**config.mk**
```make
export PLATFORM = sky130hd
export DESIGN_NAME = miss_status_holding_registers
export DESIGN_NICKNAME = d
export VERILOG_FILES = /design/src/sv/mshr_pkg.sv /design/src/sv/mshr_ctrl.sv /design/src/sv/mshr_dp.sv /design/src/sv/miss_status_holding_registers.sv
export SDC_FILE = /design/constraint.sdc
export NUM_CORES = 1
export LEC_CHECK = 0
export BUFFER_PORTS_ARGS = -buffer_cell sky130_fd_sc_hd__buf_2
export CAP_MARGIN = 5
export CORE_ASPECT_RATIO = 0.8
export CORE_MARGIN = 5
export CORE_UTILIZATION = 35
export CTS_BUF_LIST = sky130_fd_sc_hd__clkbuf_8
export DETAILED_ROUTE_END_ITERATION = 12
export PLACE_DENSITY = 0.61
export SYNTH_ARGS = -nofsm -noshare
export SYNTH_HDL_FRONTEND = slang
export SYNTH_SLANG_ARGS = --single-unit
```
**constraint.sdc**
```tcl
create_clock -name clk -period 12 [get_ports clk]
set_clock_uncertainty 0.1 [all_clocks]
set_input_delay 1.8 -clock clk [delete_from_list [all_inputs] [get_ports clk]]
set_output_delay 1.8 -clock clk [all_outputs]
set_load 0.05 [all_outputs]
```
**src/sv/mshr_pkg.sv**
```systemverilog
// Shared types and constants for the miss status holding register file.
package mshr_pkg;

  localparam int unsigned NumEntriesDef  = 8;
  localparam int unsigned TargetsDef     = 4;
  localparam int unsigned AddrW          = 32;
  localparam int unsigned TimeW          = 32;
  localparam int unsigned LatW           = 16;
  localparam int unsigned OffW           = 12;
  localparam int unsigned OffBitsW       = 4;
  localparam logic [3:0]  OffBitsReset   = 4'd6;
  localparam int unsigned InDataW        = 88;
  localparam int unsigned OutDataW       = 56;

  // request kinds
  typedef enum logic [1:0] {
    KIND_INSERT = 2'd0,
    KIND_LOOKUP = 2'd1,
    KIND_TICK   = 2'd2,
    KIND_FLUSH  = 2'd3
  } kind_t;

  // result status codes
  localparam logic [2:0] ST_OK         = 3'd0;
  localparam logic [2:0] ST_NO_FREE    = 3'd1;
  localparam logic [2:0] ST_FULL       = 3'd2;
  localparam logic [2:0] ST_LOOKUP_MISS = 3'd3;
  localparam logic [2:0] ST_FLUSH_INV  = 3'd4;

  // controller to datapath
  typedef struct packed {
    logic capture;  // latch incoming request
    logic execute;  // evaluate and update table, load result
  } mshr_cmd_t;

  // datapath to controller
  typedef struct packed {
    logic done;     // result register loaded
  } mshr_sts_t;

endpackage

```
**src/sv/mshr_ctrl.sv**
```systemverilog
// Controller: sequences capture, execute and result delivery.
module mshr_ctrl (
  input  logic              clk,
  input  logic              rst_n,
  input  logic              in_tvalid,
  output logic              in_tready,
  output logic              out_tvalid,
  input  logic              out_tready,
  output mshr_pkg::mshr_cmd_t cmd,
  input  mshr_pkg::mshr_sts_t sts
);

  typedef enum logic [1:0] {S_IDLE, S_EXEC, S_OUT} state_t;

  state_t state_r, state_nxt;

  // next state
  always_comb begin
    state_nxt = state_r;
    unique case (state_r)
      S_IDLE: if (in_tvalid) state_nxt = S_EXEC;
      S_EXEC: if (sts.done) state_nxt = S_OUT;
      S_OUT:  if (out_tready) state_nxt = in_tvalid ? S_EXEC : S_IDLE;
      default: state_nxt = S_IDLE;
    endcase
  end

  always_ff @(posedge clk) begin
    if (!rst_n) state_r <= S_IDLE;
    else        state_r <= state_nxt;
  end

  // a new request is taken when idle or as the held result leaves
  assign in_tready   = (state_r == S_IDLE) || (state_r == S_OUT && out_tready);
  assign out_tvalid  = (state_r == S_OUT);
  assign cmd.capture = in_tvalid && in_tready;
  assign cmd.execute = (state_r == S_EXEC);

  // request capture only when the result slot is free or draining
  a_cap: assert property (@(posedge clk) disable iff (!rst_n)
    cmd.capture |-> (state_r != S_EXEC)) else $error("capture during execute");
  // execute is always followed by a result
  a_exec: assert property (@(posedge clk) disable iff (!rst_n)
    cmd.execute |=> out_tvalid) else $error("execute without result");
  // a result is only shown after an execute
  a_out: assert property (@(posedge clk) disable iff (!rst_n)
    $rose(out_tvalid) |-> $past(cmd.execute)) else $error("result without execute");

endmodule

```
**src/sv/mshr_dp.sv**
```systemverilog
// Datapath: entry table, match and allocate logic, result register.
module mshr_dp #(
  parameter int unsigned NUM_ENTRIES       = mshr_pkg::NumEntriesDef,
  parameter int unsigned TARGETS_PER_ENTRY = mshr_pkg::TargetsDef
) (
  input  logic                    clk,
  input  logic                    rst_n,
  input  logic                    cfg_wr_en,
  input  logic [3:0]              cfg_wr_data,
  input  logic [mshr_pkg::InDataW-1:0] in_data,
  output logic [mshr_pkg::OutDataW-1:0] out_data,
  input  mshr_pkg::mshr_cmd_t     cmd,
  output mshr_pkg::mshr_sts_t     sts
);

  localparam int unsigned EW = (NUM_ENTRIES > 1) ? $clog2(NUM_ENTRIES) : 1;
  localparam int unsigned TW = (TARGETS_PER_ENTRY > 1) ? $clog2(TARGETS_PER_ENTRY) : 1;
  localparam int unsigned CW = $clog2(TARGETS_PER_ENTRY + 1);
  localparam int unsigned BW = $clog2(NUM_ENTRIES + 1);
  localparam int unsigned AW = mshr_pkg::AddrW;

  // configuration
  logic [3:0] offset_bits_r;
  always_ff @(posedge clk) begin
    if (!rst_n)         offset_bits_r <= mshr_pkg::OffBitsReset;
    else if (cfg_wr_en) offset_bits_r <= cfg_wr_data;
  end

  // captured request
  logic [1:0]  kind_r;
  logic [31:0] addr_r, now_r;
  logic [15:0] lat_r;
  logic [2:0]  sel_r;
  always_ff @(posedge clk) begin
    if (cmd.capture) begin
      kind_r <= in_data[1:0];
      addr_r <= in_data[33:2];
      now_r  <= in_data[65:34];
      lat_r  <= in_data[81:66];
      sel_r  <= in_data[84:82];
    end
  end

  // table state
  logic [NUM_ENTRIES-1:0] valid_r, full_r;
  logic [CW-1:0]          cnt_r [NUM_ENTRIES];
  logic [AW-1:0]          blk_r [NUM_ENTRIES];
  logic [31:0]            rdy_r [NUM_ENTRIES];
  logic [TARGETS_PER_ENTRY-1:0] tvld_r [NUM_ENTRIES];
  logic [mshr_pkg::OffW-1:0] toff_r [NUM_ENTRIES][TARGETS_PER_ENTRY];
  logic [BW-1:0]          busy_r;

  // address split
  logic [3:0]  ob;
  logic [31:0] mask, blk;
  assign ob   = (offset_bits_r > 4'd12) ? 4'd12 : offset_bits_r;
  assign mask = (32'd1 << ob) - 32'd1;
  assign blk  = addr_r & ~mask;

  // parallel match, free search, due detect
  logic [NUM_ENTRIES-1:0] hit, due;
  logic        hit_any, free_any;
  logic [EW-1:0] hit_idx, free_idx;
  always_comb begin
    hit_any = 1'b0; free_any = 1'b0;
    hit_idx = '0; free_idx = '0;
    for (int i = NUM_ENTRIES - 1; i >= 0; i--) begin
      hit[i] = valid_r[i] && (blk_r[i] == blk);
      due[i] = valid_r[i] && (now_r >= rdy_r[i]);
      if (hit[i])     begin hit_any = 1'b1;  hit_idx  = EW'(i); end
      if (!valid_r[i]) begin free_any = 1'b1; free_idx = EW'(i); end
    end
  end

  // saturating ready time
  logic [32:0] tsum;
  logic [31:0] tsat;
  assign tsum = {1'b0, now_r} + {17'd0, lat_r};
  assign tsat = tsum[32] ? 32'hFFFF_FFFF : tsum[31:0];

  // flush target, sized to the entry index
  logic [EW-1:0] sel_e;
  logic sel_ok;
  assign sel_e  = EW'(sel_r);
  assign sel_ok = ({29'd0, sel_r} < 32'(NUM_ENTRIES)) && valid_r[sel_e];

  // decision
  logic [2:0]  st;
  logic [2:0]  idx;
  logic [1:0]  slot;
  logic        mrg;
  logic [31:0] rdy;
  logic [NUM_ENTRIES-1:0] freed;
  logic        do_ins, do_alloc;
  logic [EW-1:0] ins_e;
  logic [CW-1:0] ins_cnt;
  always_comb begin
    st = mshr_pkg::ST_OK; idx = '0; slot = '0; mrg = 1'b0; rdy = '0;
    freed = '0; do_ins = 1'b0; do_alloc = 1'b0; ins_e = '0; ins_cnt = '0;
    case (kind_r)
      mshr_pkg::KIND_INSERT: begin
        if (hit_any && full_r[hit_idx]) begin
          st = mshr_pkg::ST_FULL; idx = 3'(hit_idx); rdy = rdy_r[hit_idx];
        end else if (hit_any) begin
          do_ins = 1'b1; ins_e = hit_idx; ins_cnt = cnt_r[hit_idx];
          mrg = 1'b1; rdy = rdy_r[hit_idx];
        end else if (free_any) begin
          do_ins = 1'b1; do_alloc = 1'b1; ins_e = free_idx; ins_cnt = '0; rdy = tsat;
        end else begin
          st = mshr_pkg::ST_NO_FREE;
        end
        if (do_ins) begin
          idx = 3'(ins_e); slot = 2'(ins_cnt);
        end
      end
      mshr_pkg::KIND_LOOKUP: begin
        if (hit_any) begin idx = 3'(hit_idx); rdy = rdy_r[hit_idx]; end
        else st = mshr_pkg::ST_LOOKUP_MISS;
      end
      mshr_pkg::KIND_TICK: freed = due;
      default: begin
        idx = sel_r;
        if (sel_ok) freed[sel_e] = 1'b1;
        else        st = mshr_pkg::ST_FLUSH_INV;
      end
    endcase
  end

  logic [BW-1:0] busy_nxt;
  always_comb begin
    busy_nxt = busy_r + BW'(do_alloc);
    for (int i = 0; i < NUM_ENTRIES; i++) busy_nxt = busy_nxt - BW'(freed[i]);
  end

  // table update
  always_ff @(posedge clk) begin
    if (!rst_n) begin
      valid_r <= '0; full_r <= '0; busy_r <= '0;
      for (int i = 0; i < NUM_ENTRIES; i++) begin
        cnt_r[i] <= '0; tvld_r[i] <= '0;
      end
    end else if (cmd.execute) begin
      busy_r <= busy_nxt;
      for (int i = 0; i < NUM_ENTRIES; i++) begin
        if (freed[i]) begin
          valid_r[i] <= 1'b0; full_r[i] <= 1'b0; cnt_r[i] <= '0; tvld_r[i] <= '0;
        end
      end
      if (do_ins) begin
        if (do_alloc) begin
          valid_r[ins_e] <= 1'b1;
          blk_r[ins_e]   <= blk;
          rdy_r[ins_e]   <= tsat;
        end
        tvld_r[ins_e][ins_cnt[TW-1:0]] <= 1'b1;
        toff_r[ins_e][ins_cnt[TW-1:0]] <= addr_r[mshr_pkg::OffW-1:0] &
                                           mask[mshr_pkg::OffW-1:0];
        cnt_r[ins_e]  <= ins_cnt + CW'(1);
        full_r[ins_e] <= ((ins_cnt + CW'(1)) >= CW'(TARGETS_PER_ENTRY));
      end
    end
  end

  // result register, padded to whole bytes
  logic [mshr_pkg::OutDataW-1:0] res_r;
  logic done_r;
  always_ff @(posedge clk) begin
    if (cmd.execute)
      res_r <= {3'd0, 4'(busy_nxt), 8'(freed), rdy, mrg, slot, idx, st};
  end
  always_ff @(posedge clk) begin
    if (!rst_n) done_r <= 1'b0;
    else        done_r <= cmd.execute;
  end
  assign out_data = res_r;
  assign sts.done = cmd.execute;

  // busy count tracks valid bits
  a_busy: assert property (@(posedge clk) disable iff (!rst_n)
    done_r |-> (32'(busy_r) == 32'($countones(valid_r)))) else $error("busy count drift");
  // a full entry is always valid
  a_full: assert property (@(posedge clk) disable iff (!rst_n)
    (full_r & ~valid_r) == '0) else $error("full mark on free entry");
  // at most one entry matches
  a_hit: assert property (@(posedge clk) disable iff (!rst_n)
    cmd.execute |-> $onehot0(hit)) else $error("duplicate block address");

endmodule

```
**src/sv/miss_status_holding_registers.sv**
```systemverilog
// Top level of the miss status holding register file.
// Tracks outstanding cache-block misses in a small table of entries.
// Input stream (in_*): one request per item; tuser carries the kind
//   (insert, lookup, tick, flush), tdata the address, time, latency, entry.
// Output stream (out_*): exactly one result per request, in order.
// Configuration: cfg_wr_en/cfg_wr_data set the block offset width; the user must
//   write them only while the block is idle, as the block does not enforce it.
// Flow: an accepted request is latched in the capture registers; the execute
//   step then does the parallel match across all entries and the table update
//   and loads the result register. No new request is taken while one is in
//   flight; the next request is taken in the same cycle the result is taken.
// Reset clears all entry valid, full and slot state and the busy count;
//   the offset width returns to 6.
// When the receiver stalls the result holds in the output register and
// no further request is accepted until it leaves.
module miss_status_holding_registers #(
  parameter int unsigned NUM_ENTRIES       = mshr_pkg::NumEntriesDef,
  parameter int unsigned TARGETS_PER_ENTRY = mshr_pkg::TargetsDef
) (
  input  logic        clk,
  input  logic        rst_n,
  input  logic        cfg_wr_en,
  input  logic [3:0]  cfg_wr_data,
  input  logic        in_tvalid,
  output logic        in_tready,
  input  logic [87:0] in_tdata,  // address, current_time, latency, entry_select, pad
  input  logic [1:0]  in_tuser,  // kind
  output logic        out_tvalid,
  input  logic        out_tready,
  output logic [55:0] out_tdata  // status, entry_index, target_slot, merged,
                                 // ready_time, freed_mask, busy_count
);

  mshr_pkg::mshr_cmd_t cmd;
  mshr_pkg::mshr_sts_t sts;
  logic [mshr_pkg::InDataW-1:0] in_data;

  assign in_data = {3'd0, in_tdata[82:0], in_tuser};

  mshr_ctrl u_ctrl (
    .clk, .rst_n, .in_tvalid, .in_tready, .out_tvalid, .out_tready,
    .cmd, .sts
  );

  mshr_dp #(
    .NUM_ENTRIES(NUM_ENTRIES), .TARGETS_PER_ENTRY(TARGETS_PER_ENTRY)
  ) u_dp (
    .clk, .rst_n, .cfg_wr_en, .cfg_wr_data, .in_data,
    .out_data(out_tdata), .cmd, .sts
  );

endmodule

```
# Word-level counts from Yosys, hierarchy flattened
# Memories as Yosys holds them, arrays and structs flattened.
# Index checks and enable logic that the tools add are counted.
[word_totals] regBits=164 latchBits=0 mem_bits_rw=536 rom_bits=0 inputBits=99 output_inout_bits=58 word_cells=283 memories=3
[memory_table] memory="u_dp.blk_r" depth=8 word_bits=32 read_ports=8 rd_clocked_by_memory_dff=0 write_ports=1 line="mshr_dp.sv:47" rtl="logic [AW-1:0] blk_r [NUM_ENTRIES];"
[memory_table] memory="u_dp.rdy_r" depth=8 word_bits=32 read_ports=9 rd_clocked_by_memory_dff=0 write_ports=1 line="mshr_dp.sv:48" rtl="logic [31:0] rdy_r [NUM_ENTRIES];"
[memory_table] memory="u_dp.cnt_r" depth=8 word_bits=3 read_ports=1 rd_clocked_by_memory_dff=0 write_ports=8 line="mshr_dp.sv:46" rtl="logic [CW-1:0] cnt_r [NUM_ENTRIES];"
[op_classes] addsub=12 mul=0 n_div=0 magnitude_cmp=15 eq_ne=14 n_shift=1 muxes=184 bitwise_logic=12 reduce_logical=29
[op_table] operator="$eq A32 B32 Y1" n=8
[op_table] operator="$ge A32 B32 Y1" n=8
[op_table] operator="$mux W32" n=5
[op_table] operator="$mux W1" n=122
[op_table] operator="$mux W3" n=39
[op_table] operator="$pmux W32 S2" n=1
[op_table] operator="$add A32 B16 Y33" n=1
[op_table] operator="$and A32 B32 Y32" n=1
[op_table] operator="$mux W8" n=4
[op_table] operator="$not A32 Y32" n=1
[op_table] operator="$shl A1 B4 Y32 const A" n=1
[op_table] operator="$sub A32 B1 Y32 const B" n=1
[op_table] operator="$sub A4 B1 Y4" n=8
[op_table] operator="$logic_and A1 B1 Y1" n=21
[op_table] operator="$pmux W3 S3" n=2
[op_table] operator="$pmux W8 S2" n=1
[op_table] operator="$lt A3 B4 Y1 const B" n=3
[op_table] operator="$bwmux W8" n=1
[op_table] operator="$or A1 B1 Y1" n=8
[op_table] operator="$or A8 B8 Y8" n=1
[op_table] operator="$bmux W1 S3" n=2
[op_table] operator="$demux W1 S3" n=2
[op_table] operator="$ge A3 B1 Y1 const B" n=2
[op_table] operator="$mux W2" n=3
[op_table] operator="16 further kinds" n=21

# Logic depth before layout (Yosys ltp)
[logic_depth] ltp_word=30 mapped_depth=39 mapped_depth_nobuf=30

# By module
# Synthesis repeated with hierarchy kept, for this count alone.
[unflattened] hier_cells=3364 area_unflattened_um2=38874.8
[by_module_without_submodules] module="mshr_dp" instances=1 cells_each=3350 area_per_inst_um2=38749.7 seq_area_each_um2=20719.9
[by_module_without_submodules] module="mshr_ctrl" instances=1 cells_each=13 area_per_inst_um2=121.4 seq_area_each_um2=40.0
[by_module_without_submodules] module="miss_status_holding_registers" instances=1 cells_each=1 area_per_inst_um2=3.8 seq_area_each_um2=0.0

# Worst setup path before layout
# Ideal clock, no wire load.
[synth_timing] path_type="register to register" from="register u_dp.offset_bits_r[3]" to="memory u_dp.blk_r[7][0] in the netlist's numbering (enable)" setup_ns=0.567 arrival_ns=9.551 required_ns=11.333 setup_slack_ns=1.782 path_stages_with_launch=23 n_path_buf=8 cell_sequence="dfxtp_1 > buf_2 > buf_2 > buf_2 > buf_2 > or4b_2 > ha_1 > clkbuf_1 > and2_1 > a21o_1 > a2111oi_0 > nand4b_1 > or4_1 > a2111oi_1 > a211o_1 > buf_6 > mux2_4 > o211ai_2 > nor2b_2 > buf_6 > buf_6 > nand4_2 > nor3_1"
[synth_between] elab_chain_cells=26 elab_cells_between_ends=56
[synth_rtl] element="start: declaration" line="mshr_dp.sv:23" rtl="logic [3:0] offset_bits_r;"
[synth_rtl] element="start signal: assignment" line="mshr_dp.sv:25" rtl="if (!rst_n) offset_bits_r <= mshr_pkg::OffBitsReset;"
[synth_rtl] element="start signal: assignment" line="mshr_dp.sv:26" rtl="else if (cfg_wr_en) offset_bits_r <= cfg_wr_data;"
[synth_rtl] element="$gt A4 B4 Y1" line="mshr_dp.sv:56" rtl="assign ob = (offset_bits_r > 4'd12) ? 4'd12 : offset_bits_r;"
[synth_rtl] element="$mux W4 *" line="mshr_dp.sv:56"
[synth_rtl] element="$shl A1 B4 Y32 *" line="mshr_dp.sv:57" rtl="assign mask = (32'd1 << ob) - 32'd1;"
[synth_rtl] element="$sub A32 B1 Y32 *" line="mshr_dp.sv:57"
[synth_rtl] element="$not A32 Y32 *" line="mshr_dp.sv:58" rtl="assign blk = addr_r & ~mask;"
[synth_rtl] element="$and A32 B32 Y32 *" line="mshr_dp.sv:58"
[synth_rtl] element="$eq A32 B32 Y1" line="mshr_dp.sv:68" rtl="hit[i] = valid_r[i] && (blk_r[i] == blk);"
[synth_rtl] element="$logic_and A1 B1 Y1" line="mshr_dp.sv:68"
[synth_rtl] element="(+10 left out)"
[synth_rtl] element="$logic_and A1 B1 Y1" line="mshr_dp.sv:102" rtl="if (hit_any && full_r[hit_idx]) begin"
[synth_rtl] element="$mux W1" line="mshr_dp.sv:102"
[synth_rtl] element="$mux W1" line="mshr_dp.sv:100" rtl="case (kind_r)"
[synth_rtl] element="$mux W1 (on tied branches)" line="mshr_dp.sv:150, mshr_dp.sv:100"
[synth_rtl] element="$mux W1" line="mshr_dp.sv:149" rtl="if (do_ins) begin"
[synth_rtl] element="$mux W1" line="mshr_dp.sv:142" rtl="end else if (cmd.execute) begin"
[synth_rtl] element="$mux W1" line="mshr_dp.sv:137" rtl="if (!rst_n) begin"
[synth_rtl] element="$mux W1 (implied by the code)" line="mshr_dp.sv:152" rtl="blk_r[ins_e] <= blk;"
[synth_rtl] element="end: declaration" line="mshr_dp.sv:47"
# Mark *: on every way between the ends. The rest lies on a longest branch, timed or not. The select of a mux whose other input is x is not followed.

# Final worst setup path
[layout_timing] from="register u_dp.offset_bits_r[1]" to="memory u_dp.rdy_r[6][21] (enable)"
[layout_between] elab_chain_cells=26 elab_cells_between_ends=56
[layout_rtl] element="$gt A4 B4 Y1" line="mshr_dp.sv:56"
[layout_rtl] element="$mux W4 *" line="mshr_dp.sv:56"
[layout_rtl] element="$shl A1 B4 Y32 *" line="mshr_dp.sv:57"
[layout_rtl] element="$sub A32 B1 Y32 *" line="mshr_dp.sv:57"
[layout_rtl] element="$not A32 Y32 *" line="mshr_dp.sv:58"
[layout_rtl] element="$and A32 B32 Y32 *" line="mshr_dp.sv:58"
[layout_rtl] element="$eq A32 B32 Y1" line="mshr_dp.sv:68"
[layout_rtl] element="$logic_and A1 B1 Y1" line="mshr_dp.sv:68"
[layout_rtl] element="(+10 left out)"
[layout_rtl] element="$logic_and A1 B1 Y1" line="mshr_dp.sv:102"
[layout_rtl] element="$mux W1" line="mshr_dp.sv:102"
[layout_rtl] element="$mux W1" line="mshr_dp.sv:100"
[layout_rtl] element="$mux W1 (on tied branches)" line="mshr_dp.sv:150, mshr_dp.sv:100"
[layout_rtl] element="$mux W1" line="mshr_dp.sv:149"
[layout_rtl] element="$mux W1" line="mshr_dp.sv:142"
[layout_rtl] element="$mux W1" line="mshr_dp.sv:137"
[layout_rtl] element="$mux W1 (implied by the code)" line="mshr_dp.sv:153" rtl="rdy_r[ins_e] <= tsat;"
[layout_rtl] element="end: declaration" line="mshr_dp.sv:48"
# Marked as above.

==> impl_metrics.json <==
{
  "status": "finished, final reports clean",
  "p_per_area_nw_per_um2": 127,
  "cp-start-kind": "register",
  "period_needed_ns": 9.90,
  "path_clk_slew_ns": 0.07,
  "worstMarginPinSlew_ns": 1.34,
  "antenna_left": 0,
  "slew_headroom": 0.107,
  "syn-instance-count": 3261,
  "h-tree-depth": 3,
  "post_cts_resized": 0,
  "vias_per_cell": 5.29,
  "peakVddDrop_v": 0.0000861,
  "floorplan.initialDensity": 0.354,
  "overflow": 0,
  "max_cap_viol_count": 0,
  "gp_congestion": 0.923,
  "p_leak_nw": 16.5,
  "synth_top_area_frac": 0.535,
  "drive_above_1_share": 0.120,
  "crit_required_ns": 12.31,
  "postCtsHoldBufs": 0,
  "clockBufferDepth": 3,
  "maxSlewViolCount": 0,
  "io_buffers": 148,
  "min_from": "u_dp.busy_r[0]$_SDFFE_PN0P_",
  "cpPeakStageDelay_ns": 0.86,
  "fp.dieW_um": 378,
  "hold_depth": 2,
  "end_kind": "register",
  "dpl.hpwl_mm": 74.1,
  "hp-class": "reg -> reg",
  "grt_pass1_vias": 25300,
  "setup_viol": 0,
  "fmax_mhz": 101,
  "synth_ff_type": "edfxtp_1",
  "area_delta_synth_final_pct": 12.5,
  "worst_slack_ns": 2.10,
  "gr-usage-all-layers": 0.184,
  "cp_max_fo": 33,
  "critPathLaunch": "u_dp.offset_bits_r[1]$_SDFFE_PN1P_",
  "synth-edff-count": 674,
  "rsz0062_at_grt": "false",
  "place_ws_ns": 2.27,
  "wl_per_cell_um": 21.8,
  "drtIter0Drc": 2443,
  "ys_seq_area_frac": 0.549,
  "avgSynthCellArea_sq_um": 11.6,
  "critPathSlowestCell": "nor2_4",
  "synth.area.top_cells": "edfxtp_1 (54%), ha_1 (9.3%), a21oi_1 (3.4%), xor2_1 (3.1%), inv_1 (3.1%)",
  "dieArea_sq_um": 115000,
  "path_cells": "or4b_2, ha_1, or4b_1, nand2_4, xnor2_1, or4b_1, nor4_2, nand3_1, a2111oi_1, a211o_4, mux2i_1, a31oi_1, nor2b_2, nand2_1, inv_2, buf_4, nand3_1, nor2_4, buf_4",
  "root_buffer": "clkbuf_8",
  "grt_max_degree": 239,
  "numCtsBuffers": 118,
  "critPathKind": "reg -> reg",
  "insertion_delay_ns": 0.80,
  "antenna_found_initial": 9,
  "fin_crit_sh": 0.825,
  "vias": 26300,
  "wl_mm": 108,
  "synth_largest_area_cell": "edfxtp_1",
  "grt_pass1_wl_mm": 160,
  "drc_errors": 0,
  "synth_area_sq_um": 37800,
  "cts_tree": "yes",
  "io_pins": 157,
  "design.core.area_sq_um": 107000,
  "r2r_cells": 19,
  "post_cts_buffers": 0,
  "finalHoldViolations": 0,
  "drt-pass1-iter-count": 5,
  "fill_cells": 10200,
  "critPathArrivalTime_ns": 10.21,
  "r2r-start": "u_dp.offset_bits_r[1]$_SDFFE_PN1P_",
  "async_reset_ff_frac": 0,
  "synth_cell_types": 100,
  "die_y_um": 304,
  "yosysWarnings": 0,
  "fin_nets": 3843,
  "cts.sinks": 700,
  "synth_seq_cells": 700,
  "rows": 107,
  "setup-tns-final_ns": 0
}
-- critical path: cells and delay by family (launching register included) --
family,cells,cell delay [ns]
XOR/XNOR,1,0.19
multiplexers,1,0.38
flip-flops,1,0.52
AO/OA/AOI/OAI,3,1.26
buffers and inverters,3,1.26
AND/OR/NAND/NOR,10,5.33
adder cells (fa/ha/maj),1,0.40
-- metrics by stage --
| step | total power [mW] | utilization | instance area [sq um] | instances | hold slack, ns |
|---|---|---|---|---|---|
| 3_3_place_gp | 3.34 | 0.377 | 40300 | 4752 | 0.341 |
| 2_1_floorplan | 3.16 | - | 37800 | 3264 | 0.333 |
| 3_5_place_dp | 3.35 | 0.377 | 40300 | 4752 | 0.348 |
| 6_report | 5.40 | 0.398 | 42500 | 4976 | 0.364 |
| 4_1_cts | 5.45 | 0.398 | 42500 | 4974 | 0.362 |
| 5_1_grt | 5.61 | 0.398 | 42500 | 4975 | 0.384 |
-- cells in the mapped netlist, types with 15 or more instances --
library cell    n
nor2b_1        50
xnor2_1        98
nand2_1       146
clkbuf_1       75
o21ai_0       112
or3_1          20
buf_2          39
nor2_1        212
nor4_1         36
a31oi_1        21
ha_1          282
nor3_1         46
inv_1         312
edfxtp_1      674
nand4_1        76
a21oi_1       255
a2111oi_0      16
nand2b_1       63
mux2i_1        59
a21o_1         81
and3_1         29
o22ai_1        15
a211oi_1       80
xor2_1        134
dfxtp_1        26
nand3_1        52
-- report_power, final --
group	switching, mW	leakage, nW	internal (mW)	total (mW)
sequential	0.0514	6.38	2.76	2.81
clock	1.04	1.31	1.06	2.09
combinational	0.339	8.81	0.157	0.496
-- worst paths after layout --
| path | endpoint | slack, ns |
|---|---|---|
| setup / recovery | u_dp.rdy_r[6][21]$_DFFE_PP_ | 2.10 |
| hold / removal | u_dp.busy_r[0]$_SDFFE_PN0P_ | 0.36 |
| setup reg to reg | u_dp.rdy_r[6][21]$_DFFE_PP_ | 2.10 |
| hold reg to reg | u_dp.busy_r[0]$_SDFFE_PN0P_ | 0.36 |
-- registers in the layout, indices dropped and copies added, names as in the netlist --
name,count
u_dp.full_r,8
u_dp.kind_r,2
u_dp.offset_bits_r,4
u_dp.now_r,32
u_dp.blk_r,256
u_dp.busy_r,4
u_dp.addr_r,32
u_dp.rdy_r,256
u_ctrl.state_r,2
u_dp.cnt_r,24
u_dp.lat_r,16
u_dp.valid_r,8
u_dp.sel_e,3
u_dp.out_data,53
-- final cells by class --
class	count	area, sq um	area share
inverters	314	1180	0.0277
repair buffers	202	1180	0.0278
clock buffers	121	1670	0.0391
multi-input cells	2119	15400	0.361
clock inverters	101	616	0.0145
well taps	1417	1770	0.0417
diodes	2	5.00	0.000118
flip-flops and latches	700	20800	0.488
-- cells by family after synthesis --
group / count (synthesis) / synth area share
flops: 700 / 0.549
compound gates: 691 / 0.115
other cells: 2 / 0.000199
buf+inv: 445 / 0.0474
xor+xnor: 234 / 0.0549
simple gates: 835 / 0.118
mux: 65 / 0.0182
fa+ha+maj: 289 / 0.0970
-- per-layer routing --
layer	share of wire	global-route usage
met1	0.48	0.281
met2	0.41	0.261
met3	0.082	0.0387
met4	0.025	0.0522
met5	0.00089	0
-- layout by cell type (no fill, tap or decap), types with 25 or more instances in the layout --
master | synthesis | routed
edfxtp_1 | 674 | 674
inv_1 | 312 | 349
ha_1 | 282 | 282
a21oi_1 | 255 | 255
nor2_1 | 212 | 208
buf_2 | 39 | 148
nand2_1 | 146 | 146
xor2_1 | 134 | 134
clkbuf_8 | 0 | 121
o21ai_0 | 112 | 112
xnor2_1 | 98 | 98
a21o_1 | 81 | 81
a211oi_1 | 80 | 80
nand4_1 | 76 | 76
nand2b_1 | 63 | 63
mux2i_1 | 59 | 59
nand3_1 | 52 | 52
buf_4 | 3 | 51
nor2b_1 | 50 | 49
nor3_1 | 46 | 41
nor4_1 | 36 | 36
clkinv_1 | 1 | 30
and3_1 | 29 | 29
dfxtp_1 | 26 | 25
(Power assumes the default switching activity.)
